### src/hdl/nsk_pkg.sv
// Shared constants, types and helper functions of the n-gram spectrum kernel.
`timescale 1ns / 1ps
`default_nettype none

package nsk_pkg;

    // Default sizing of the design
    localparam int unsigned MAX_GRAM_DEF    = 8;
    localparam int unsigned MAX_SEQ_LEN_DEF = 65536;

    // Fixed field widths
    localparam int unsigned GRAM_W   = 4;
    localparam int unsigned SYM_W    = 2;
    localparam int unsigned BIN_W    = 17;
    localparam int unsigned PROD_W   = 2 * BIN_W;
    localparam int unsigned KERNEL_W = 33;
    localparam int unsigned WIN_W    = 17;

    localparam logic [GRAM_W-1:0]   GRAM_RESET = 4'd3;
    localparam logic [SYM_W-1:0]    SYM_MAX    = 2'd2;
    localparam logic [BIN_W-1:0]    BIN_MAX    = {BIN_W{1'b1}};
    localparam logic [KERNEL_W-1:0] KERNEL_MAX = {KERNEL_W{1'b1}};

    // Commands from the controller to the datapath
    typedef struct packed {
        logic load;     // capture an input transaction
        logic inc_wr;   // write back the incremented bins
        logic sweep;    // write zero at the sweep address and advance it
        logic sum;      // the sweep read feeds the dot product
        logic finish;   // publish the result and clear the pair state
    } nsk_cmd_t;

    // Status from the datapath to the controller
    typedef struct packed {
        logic sweep_end;  // sweep address sits on the last bin
        logic last;       // captured transaction closes the pair
    } nsk_sts_t;

    // Integer power of three, for elaboration-time sizing
    function automatic int unsigned pow3(input int unsigned e);
        int unsigned r;
        r = 1;
        for (int unsigned i = 0; i < e; i++) begin
            r = r * 3;
        end
        return r;
    endfunction

endpackage

`default_nettype wire

### src/hdl/nsk_ctrl.sv
// Controller state machine of the n-gram spectrum kernel.
`timescale 1ns / 1ps
`default_nettype none

module nsk_ctrl
(
    input  wire logic             clk,
    input  wire logic             rst_n,
    input  wire logic             in_valid,
    output logic                  in_stall,
    output logic                  out_valid,
    input  wire logic             out_stall,
    input  wire nsk_pkg::nsk_sts_t sts,
    output nsk_pkg::nsk_cmd_t     cmd
);

    typedef enum logic [2:0] {
        S_INIT,
        S_IDLE,
        S_RD,
        S_WR,
        S_WALK,
        S_FLUSH1,
        S_FLUSH2,
        S_DONE
    } state_t;

    state_t state_reg;
    state_t state_next;
    logic   out_valid_reg;
    logic   out_valid_next;
    logic   ready;
    logic   in_take;

    // Take a transaction when idle, or while the previous one writes back and leaves the pair open
    always_comb
    begin
        ready   = (state_reg == S_IDLE) || ((state_reg == S_WR) && !sts.last);
        in_take = in_valid && ready;
    end

    // Decode commands
    always_comb
    begin
        cmd.load   = in_take;
        cmd.inc_wr = (state_reg == S_WR);
        cmd.sweep  = (state_reg == S_INIT) || (state_reg == S_WALK);
        cmd.sum    = (state_reg == S_WALK);
        cmd.finish = (state_reg == S_DONE) && (!out_valid_reg || !out_stall);
    end

    // Next state and result valid
    always_comb
    begin
        state_next = state_reg;
        case (state_reg)
            S_INIT:
            begin
                if (sts.sweep_end)
                begin
                    state_next = S_IDLE;
                end
            end
            S_IDLE:
            begin
                if (in_take)
                begin
                    state_next = S_RD;
                end
            end
            S_RD:
            begin
                state_next = S_WR;
            end
            S_WR:
            begin
                if (sts.last)
                begin
                    state_next = S_WALK;
                end
                else if (in_take)
                begin
                    state_next = S_RD;
                end
                else
                begin
                    state_next = S_IDLE;
                end
            end
            S_WALK:
            begin
                if (sts.sweep_end)
                begin
                    state_next = S_FLUSH1;
                end
            end
            S_FLUSH1:
            begin
                state_next = S_FLUSH2;
            end
            S_FLUSH2:
            begin
                state_next = S_DONE;
            end
            S_DONE:
            begin
                if (cmd.finish)
                begin
                    state_next = S_IDLE;
                end
            end
            default:
            begin
                state_next = S_INIT;
            end
        endcase
        out_valid_next = cmd.finish || (out_valid_reg && out_stall);
    end

    // Hold state and registered outputs
    always_ff @(posedge clk or negedge rst_n)
    begin
        if (!rst_n)
        begin
            state_reg     <= S_INIT;
            out_valid_reg <= 1'b0;
        end
        else
        begin
            state_reg     <= state_next;
            out_valid_reg <= out_valid_next;
        end
    end

    assign in_stall  = !ready;
    assign out_valid = out_valid_reg;

endmodule

`default_nettype wire

### config.mk
export PLATFORM = sky130hd
export DESIGN_NAME = nsk_ctrl
export DESIGN_NICKNAME = d
export VERILOG_FILES = /design/src/hdl/nsk_pkg.sv /design/src/hdl/nsk_ctrl.sv
export SDC_FILE = /design/constraint.sdc
export NUM_CORES = 1
export LEC_CHECK = 0
export BUFFER_PORTS_ARGS = -buffer_cell sky130_fd_sc_hd__buf_4
export CORE_AREA = 3 3 40 42
export CTS_CLUSTER_DIAMETER = 120
export DETAILED_ROUTE_END_ITERATION = 12
export DIE_AREA = 0 0 43 45
export PLACE_DENSITY = 0.41
export SYNTH_ARGS = -nofsm -noshare
export SYNTH_HDL_FRONTEND = slang
export SYNTH_SLANG_ARGS = --single-unit
### constraint.sdc
create_clock -name clk -period 1.1 [get_ports clk]
set_clock_uncertainty 0.1 [all_clocks]
set_input_delay 0.22 -clock clk [delete_from_list [all_inputs] [get_ports clk]]
set_output_delay 0.22 -clock clk [all_outputs]
set_load 0.03 [all_outputs]
==> results of run 1 <==
kinds of logic after synthesis:
kind of cell	count (synthesis)	share of synthesized area [%]
buf+inv	4	11.48
compound gates	7	17.22
mux	1	3.828
flops	4	38.28
simple gates	16	29.19
synthesized netlist by cell type:
library cell  count  area share (%)
mux2i_1           1             3.8
nor3_1            1             1.9
o21ai_0           1             1.9
buf_6             1             4.3
and4_1            1             3.3
nand2_1           4             5.7
and2_2            1             2.9
o21bai_1          1             2.9
nand3_1           2             3.8
o21ai_1           1             1.9
buf_4             2             5.7
o21a_1            1             2.9
dfrtp_1           4              38
a31oi_1           1             2.4
nor2_1            6             8.6
a21oi_2           1             3.3
inv_1             1             1.4
nand3b_1          1             2.9
a21oi_1           1             1.9
layer usage:
metal	part of all wire, %	vias to the layer above
met5	0	-
met4	0	0
met3	5.4	0
met2	58	11
met1	36	157
li1	-	161
stage by stage:
stage / cells / instance area (sq um) / power, uW / hold slack (ns)
after floorplan: 32 / 272.8 / 886.3 / -0.1756
after global placement: 62 / 400.4 / 1194 / -0.08331
after detailed placement: 62 / 400.4 / 1191 / -0.08184
after CTS: 69 / 511.7 / 1661 / 0.1288
after global routing: 73 / 556.8 / 1958 / 0.1631
final: 73 / 556.8 / 1847 / 0.1265
power by group through the flow:
| stage | sequential (uW) | clock (uW) | combinational (uW) |
|---|---|---|---|
| 2_1_floorplan | 315 | 0 | 571 |
| 3_3_place_gp | 338 | 0 | 856 |
| 3_5_place_dp | 335 | 0 | 856 |
| 4_1_cts | 366 | 208 | 1090 |
| 5_1_grt | 387 | 217 | 1350 |
| 6_report | 373 | 203 | 1270 |
what timing repair did:
item                                   in CTS  in global routing
setup endpoints to repair                   8                 10
buffers inserted                            2                  4
endpoints found under the hold margin       4                  0
gates resized for setup                    15                  5
hold buffers                                1                  0
pin swaps                                   1                  3
worst max-delay path, stage by stage (launching register included):
cell and delay (ns):
dfrtp_2 0.44, nand3b_1 0.19, buf_4 0.15, buf_6 0.13
final timing paths:
kind | endpoint | slack, ns | cells past startpoint
min in group asynchronous | out_valid | 0.21 | 2
worst max register to register | state_reg[0] | -0.30 | 6
worst min register to register | out_valid | 0.51 | 2
max in group asynchronous | state_reg[1] | 0.58 | 2
worst min-delay path | state_reg[0] | 0.13 | 3
worst max-delay path | in_stall | -0.36 | 3
final cells by class:
cell class	instances	share of cell area, %
inverters	1	0.6742
clock buffers	4	4.719
repair buffers	25	40.90
well taps	15	3.371
flip-flops and latches	4	18.88
multi-input cells	24	31.46
==> summary.txt, run 1 <==
total net switching power = 797.3 uW
Avg Cell Area, Syn = 8.172 sq um
number of global-route vias before repair = 333
count of pins over their slew limit = 0
Sink Count = 4
Root Driver = clkbuf_4
Worst-Margin Slew = 0.1352 ns
Post-Synthesis Cell Area = 261.5 sq um
CP Capture Type = output port
first-pass GRT wire length = 1304 um
final hold vios = 0
Cell Rows = 13
max FFs per register = 3
DPL Wire Length = 542.3 um
grt peak-use layer = met2
initial core utilization = 20.35%
Worst-Skew Late Latency = 0.24 ns
number of synthesized register bits = 4
antenna violations before repair = 0
Syn Inst Count = 32
Worst setup SP type = register
setup_tns = -2.625 ns
DR DRC count = 0
final wirelength = 878 um
clock tree buffer depth = 2
synthesis-to-layout area growth = 112.9%
layout cell share with drive strength beyond 1 = 67.24%
Tightest Hold Check Type = primary input to register
post-synth cell types = 19
setup violators final = 10
Syn. warnings = 0
Max Cap Viol = 0
gr ovfl total = 0
largest net degree at the start of global routing = 7
sequential-to-total area share from yosys stat = 38.28%
Die Area = 1935 sq um
VDD IR max = 1704 uV
P per Cell Area = 3318 nW/um^2
Reg area = 105.1 sq um
internal power = 1050 uW
# nets final = 65
via count = 329
setup slack at placement = -0.1112 ns
multi-input logic area = 175.2 sq um
Net Sw Frac = 43.16%
I/O pin count = 13
Flop pwr share = 20.2%
GR Layer Usage met2 = 14.67%
Critical Path RT = 0.78 ns
port bufs = 12
Fmax = 0.6832 GHz
GR Util met3 = 5.179%
commonest non-fill, non-tap cell in the layout = buf_4
Worst EP arrival = 1.14 ns
status = finished with violations
Reg clk slew, reported paths = 0.04 ns
most frequent cells in the layout = 14 x buf_4, 10 x buf_6, 4 x nor2_1, 4 x dfrtp_2, 3 x clkbuf_4
Critical R2R Launch = state_reg[2]
Die H = 45 um
fin worst setup slack = -0.3638 ns
drt first-iter violations = 4
TritonRoute pass-1 iters = 2
unrepaired setup endpoints after global routing = yes
Clk pwr share = 11.0%
DIE WIDTH = 43 um
Vias/cell = 4.507
Core Area = 1285 sq um
Slew headroom = 90.73%
failing checks = setup timing
antenna-violating nets left = 0
fin crit period = 1.464 ns
H-tree depth = 1
Overall Global Routing Usage = 9.174%
worst-path maximum fanout = 5
total CTS buffers = 3
Crit. Startpoint = state_reg[2]
diode count = 0
met1 usage = 9.685%
Logic pwr share = 68.8%
syn_nets = 38
final core utilization = 43.33%
fillers = 131
CP Class = register to output port
Wirelength per Cell = 12.03 um
period utilisation layout = 133.1%
TritonCTS clock tree = yes
Leak = 0.0002576 uW
gpl congestion = 0.7622
Hold Startpoint = sts[1]
(Power assumes the default switching activity.)
==> run 2, diff against run 1 <==
- PLACE_DENSITY: 0.41 -> 0.45
==> run 2 against run 1 <==
The flow still finishes with violations (setup timing). Sequential share of layout area is 1.7 points higher. Sequential power about the same. Critical endpoint is now cmd[4]. Cell area is 8.1% lower. Die area is the same.
==> summary.txt, run 2 (synthesized netlist as in run 1, its figures left out) <==
status = finished with violations
failing checks = setup timing
Max Cap Viol = 0 (unchanged)
gpl congestion = 0.7652 (+0.39%)
Worst EP arrival = 1.10 ns (-0.04 ns)
diode count = 0 (unchanged)
Reg area = 105.1 sq um (unchanged)
# nets final = 62 (-4.6%)
first-pass GRT wire length = 1235 um (-5.3%)
initial core utilization = 20.35% (unchanged)
placed insts = 63 (+1.6%)
unrepaired setup endpoints after global routing = yes
drt first-iter violations = 5 (+1)
period utilisation layout = 129.5% (-3.6 points)
DR DRC count = 0 (unchanged)
worst-path maximum fanout = 5 (unchanged)
Sink Count = 4 (unchanged)
Root Driver = clkbuf_4
synthesis-to-layout area growth = 95.69%
setup violators final = 10 (unchanged)
VDD IR max = 1281 uV (-25%)
Fmax = 0.7020 GHz (+2.8%)
layout cell share with drive strength beyond 1 = 63.64% (-3.6 points)
fin crit period = 1.424 ns (-0.03936 ns)
Critical Path RT = 0.78 ns (about the same)
count of pins over their slew limit = 0 (unchanged)
worst hold slack = 0.1271 ns (+0.0005360 ns)
antenna violations before repair = 0 (unchanged)
final wirelength = 714 um (-19%)
Post-Layout Cell Count = 70 (-4.1%)
H-tree depth = 1 (unchanged)
multi-input logic area = 160.2 sq um (-8.6%)
Die H = 45 um (unchanged)
Wirelength per Cell = 10.20 um (-15%)
Leak = 0.0002381 uW (-7.6%)
I/O pin count = 13 (unchanged)
Reg clk slew, reported paths = 0.04 ns (about the same)
Cell Rows = 13 (unchanged)
TritonRoute pass-1 iters = 3 (+1)
port bufs = 12 (unchanged)
gr ovfl total = 0 (unchanged)
fillers = 130 (-0.76%)
total CTS buffers = 3 (unchanged)
Worst-Skew Late Latency = 0.23 ns (about the same)
antenna-violating nets left = 0 (unchanged)
final hold vios = 0 (unchanged)
setup slack at placement = -0.1662 ns (-0.05502 ns)
via count = 297 (-9.7%)
max FFs per register = 3 (unchanged)
clock tree buffer depth = 2 (unchanged)
Slew headroom = 91.58% (+0.85 points)
Overall Global Routing Usage = 8.757% (-0.42 points)
CP Class = register to output port
DPL Wire Length = 566.5 um (+4.5%)
Worst-Margin Slew = 0.1228 ns (-0.01243 ns)
CP Capture Type = output port
most frequent cells in the layout = 13 x buf_4, 8 x buf_6, 4 x nand2_1, 4 x dfrtp_2
number of global-route vias before repair = 287 (-14%)
commonest non-fill, non-tap cell in the layout = buf_4
largest net degree at the start of global routing = 9 (+2)
setup_tns = -2.072 ns (+0.5527 ns)
Die Area = 1935 sq um (unchanged)
Core Area = 1285 sq um (unchanged)
Vias/cell = 4.243 (-5.9%)
Worst setup SP type = register
flop-to-flop setup slack = -0.17 ns (+0.13 ns)
fin worst setup slack = -0.3244 ns (+0.03936 ns)
P per Cell Area = 3231 nW/um^2 (-2.6%)
TritonCTS clock tree = yes
Tightest Hold Check Type = primary input to register
DIE WIDTH = 43 um (unchanged)
run 2: changes by cell type in the layout (fill, tap and decap cells not counted):
cell	previous run	this run
nand2_1	2	4
buf_4	14	13
a21oi_2	0	1
nor2_1	4	3
nor2_2	1	2
nand2_2	2	0
and2_2	0	1
and2_4	1	0
a21oi_1	1	0
a31oi_4	1	0
a31oi_1	0	1
buf_6	10	8
run 2: through the flow:
step                      instance area, sq um  total power, uW  util, %
after floorplan                          272.8            886.3        -
after global placement                   407.9             1220    31.74
after detailed placement                 407.9             1226    31.74
after CTS                                470.5             1528    36.61
after global routing                     511.7             1784    39.82
final                                    511.7             1653    39.82
run 2: critical path, cell delays in order, from the launching register on:
cell and delay [ns]:
dfrtp_2 0.43, nand3b_1 0.18, nor2_1 0.09, buf_4 0.16
run 2: final timing paths:
path,from,to,depth (start not counted)
setup / recovery,state_reg[2],cmd[4],3
hold / removal,sts[1],state_reg[0],3
setup reg to reg,state_reg[1],state_reg[0],5
hold reg to reg,out_valid,out_valid,2
max in group asynchronous,rst_n,state_reg[0],2
min in group asynchronous,rst_n,state_reg[1],2
run 2: layout make-up:
class | count | share of cell area (%)
timing repair buffer | 22 | 38.63
multi-input combinational | 24 | 31.30
sequential | 4 | 20.54
clock buffer | 4 | 5.134
tap | 15 | 3.667
inverter | 1 | 0.7335
run 2: metal layers:
metal	GRT usage (%)	routed length, um
met5	0	0
met4	7.229	0
met3	1.594	31
met2	14.67	400
met1	9.685	282
run 2: power breakdown:
| group | total (uW) | switching (uW) | internal (uW) | leakage [uW] |
|---|---|---|---|---|
| combinational | 1080 | 521 | 562 | 0.000180 |
| sequential | 371 | 134 | 237 | 0.0000431 |
| clock | 199 | 63.1 | 136 | 0.0000150 |
run 2: timing repair:
action	in CTS	in global routing
hold buffers	1	0
setup endpoints to repair	9	9
setup buffers	0	2
resized for setup	8	8
pin swaps	0	1
endpoints found under the hold margin	4	0
==> run 3, diff against run 2 <==
- CORE_AREA: 3 3 40 42 -> 2 2 39 41
- DIE_AREA: 0 0 43 45 -> 0 0 41 43
==> run 3 against run 2 <==
The flow still finishes with violations (setup timing). Register-to-register slack improved by 0.08 ns. Combinational power rose by 6%. Cell area grew 4.2%. Setup slack lost 0.015 ns. First-iteration DRC count decreased by 40%. Largest power group unchanged.
==> summary.txt, run 3 (synthesized netlist as in run 1, its figures left out) <==
Slew headroom = 89.59% (-2.0 points)
largest net degree at the start of global routing = 9 (unchanged)
Worst setup SP type = register
port bufs = 12 (unchanged)
total CTS buffers = 3 (unchanged)
synthesis-to-layout area growth = 103.8%
gr ovfl total = 0 (unchanged)
Worst EP arrival = 1.12 ns (+0.02 ns)
VDD IR max = 1410 uV (+10%)
unrepaired setup endpoints after global routing = yes
Vias/cell = 4.366 (+2.9%)
drt first-iter violations = 3 (-2)
number of global-route vias before repair = 300 (+4.5%)
Critical Path RT = 0.78 ns (about the same)
CP Class = register to output port
Reg clk slew, reported paths = 0.04 ns (about the same)
flop-to-flop setup slack = -0.09 ns (+0.08 ns)
fillers = 143 (+10%)
Sink Count = 4 (unchanged)
setup violators final = 9 (-1)
failing checks = setup timing
final wirelength = 745 um (+4.3%)
antenna violations before repair = 0 (unchanged)
max FFs per register = 3 (unchanged)
gpl congestion = 0.6939 (-9.3%)
Worst-Margin Slew = 0.1517 ns (+0.02895 ns)
clock tree buffer depth = 2 (unchanged)
most frequent cells in the layout = 11 x buf_6, 10 x buf_4, 4 x nand2_1, 4 x dfrtp_2
fin worst setup slack = -0.3392 ns (-0.01473 ns)
first-pass GRT wire length = 1242 um (+0.57%)
P per Cell Area = 3254 nW/um^2 (+0.73%)
Max Cap Viol = 0 (unchanged)
Leak = 0.0002457 uW (+3.2%)
commonest non-fill, non-tap cell in the layout = buf_6
Die Area = 1763 sq um (-8.9%)
via count = 310 (+4.4%)
worst-path maximum fanout = 4 (-1)
Core Area = 1384 sq um (+7.7%)
H-tree depth = 1 (unchanged)
count of pins over their slew limit = 0 (unchanged)
Wirelength per Cell = 10.49 um (+2.9%)
placed insts = 63 (unchanged)
Design Power = 1735 uW (+4.9%)
diode count = 0 (unchanged)
# nets final = 62 (unchanged)
DIE WIDTH = 41 um (-4.7%)
Die H = 43 um (-4.4%)
DPL Wire Length = 529.8 um (-6.5%)
Fmax = 0.6948 GHz (-1.0%)
final hold vios = 0 (unchanged)
DR DRC count = 0 (unchanged)
Tightest Hold Check Type = primary input to register
CP Capture Type = output port
Post-Layout Cell Count = 71 (+1.4%)
period utilisation layout = 130.8% (+1.3 points)
Overall Global Routing Usage = 11.47% (+2.7 points)
I/O pin count = 13 (unchanged)
fin crit period = 1.439 ns (+0.01473 ns)
status = finished with violations
Cell Rows = 14 (+1)
initial core utilization = 18.90% (-1.5 points)
TritonCTS clock tree = yes
Worst-Skew Late Latency = 0.24 ns (about the same)
TritonRoute pass-1 iters = 4 (+1)
Root Driver = clkbuf_4
layout cell share with drive strength beyond 1 = 63.64% (unchanged)
antenna-violating nets left = 0 (unchanged)
==> run 3: through the flow <==
stage | cell area [sq um] | setup TNS [ns] | hold WS [ns] | setup slack [ns] | utilization, %
finish | 533.0 | -1.972 | 0.1346 | -0.3392 | 38.52
global route | 533.0 | -2.502 | 0.1244 | -0.4009 | 38.52
CTS | 506.7 | -2.038 | 0.1317 | -0.3556 | 36.62
detailed placement | 401.6 | -0.6383 | -0.08063 | -0.1915 | 29.02
global placement | 401.6 | -0.5709 | -0.08166 | -0.1520 | 29.02
floorplan | 272.8 | -1.069 | -0.1756 | -0.3892 | -
==> run 3: worst paths after layout <==
| check | startpoint | to | depth (start not counted) |
|---|---|---|---|
| setup / recovery | state_reg[2] | cmd[4] | 3 |
| hold / removal | sts[1] | state_reg[0] | 3 |
| setup reg to reg | state_reg[2] | state_reg[0] | 4 |
| hold reg to reg | out_valid | out_valid | 2 |
| max in group asynchronous | rst_n | state_reg[0] | 2 |
| min in group asynchronous | rst_n | out_valid | 2 |
==> run 3: metal layers <==
| metal | vias to the layer above | track usage (%) | part of all wire (%) |
|---|---|---|---|
| met3 | 2 | 7.853 | 6.4 |
| met2 | 11 | 13.13 | 48 |
| met1 | 143 | 14.56 | 43 |
| met4 | 0 | 8.000 | 1.7 |
| met5 | - | 0 | 0 |
| li1 | 154 | - | - |
==> run 3: report_power, final <==
group	switching [uW]	total, uW	internal, uW
Clock	65.3	202	136
Combinational	547	1150	608
Sequential	142	379	237
Total	754	1730	981
==> run 3: repair_timing <==
item	CTS	global route
endpoints found under the hold margin	4	0
endpoints found under the setup margin	9	9
pin swaps	2	3
buffers inserted	2	1
resized for setup	17	5
gates cloned	0	0
hold buffers	1	0
==> run 3: cell type report <==
type	count	area, sq um	area share, %
Inverter	1	3.754	0.7042
Tap cell	16	20.02	3.756
Timing Repair Buffer	22	209.0	39.20
Clock buffer	4	26.28	4.930
Multi-Input combinational cell	24	168.9	31.69
Sequential cell	4	105.1	19.72
==> run 3: critical path, stage by stage (launching register included) <==
cell	delay, ns
dfrtp_2	0.43
nand3b_1	0.19
nor2_1	0.10
buf_4	0.16
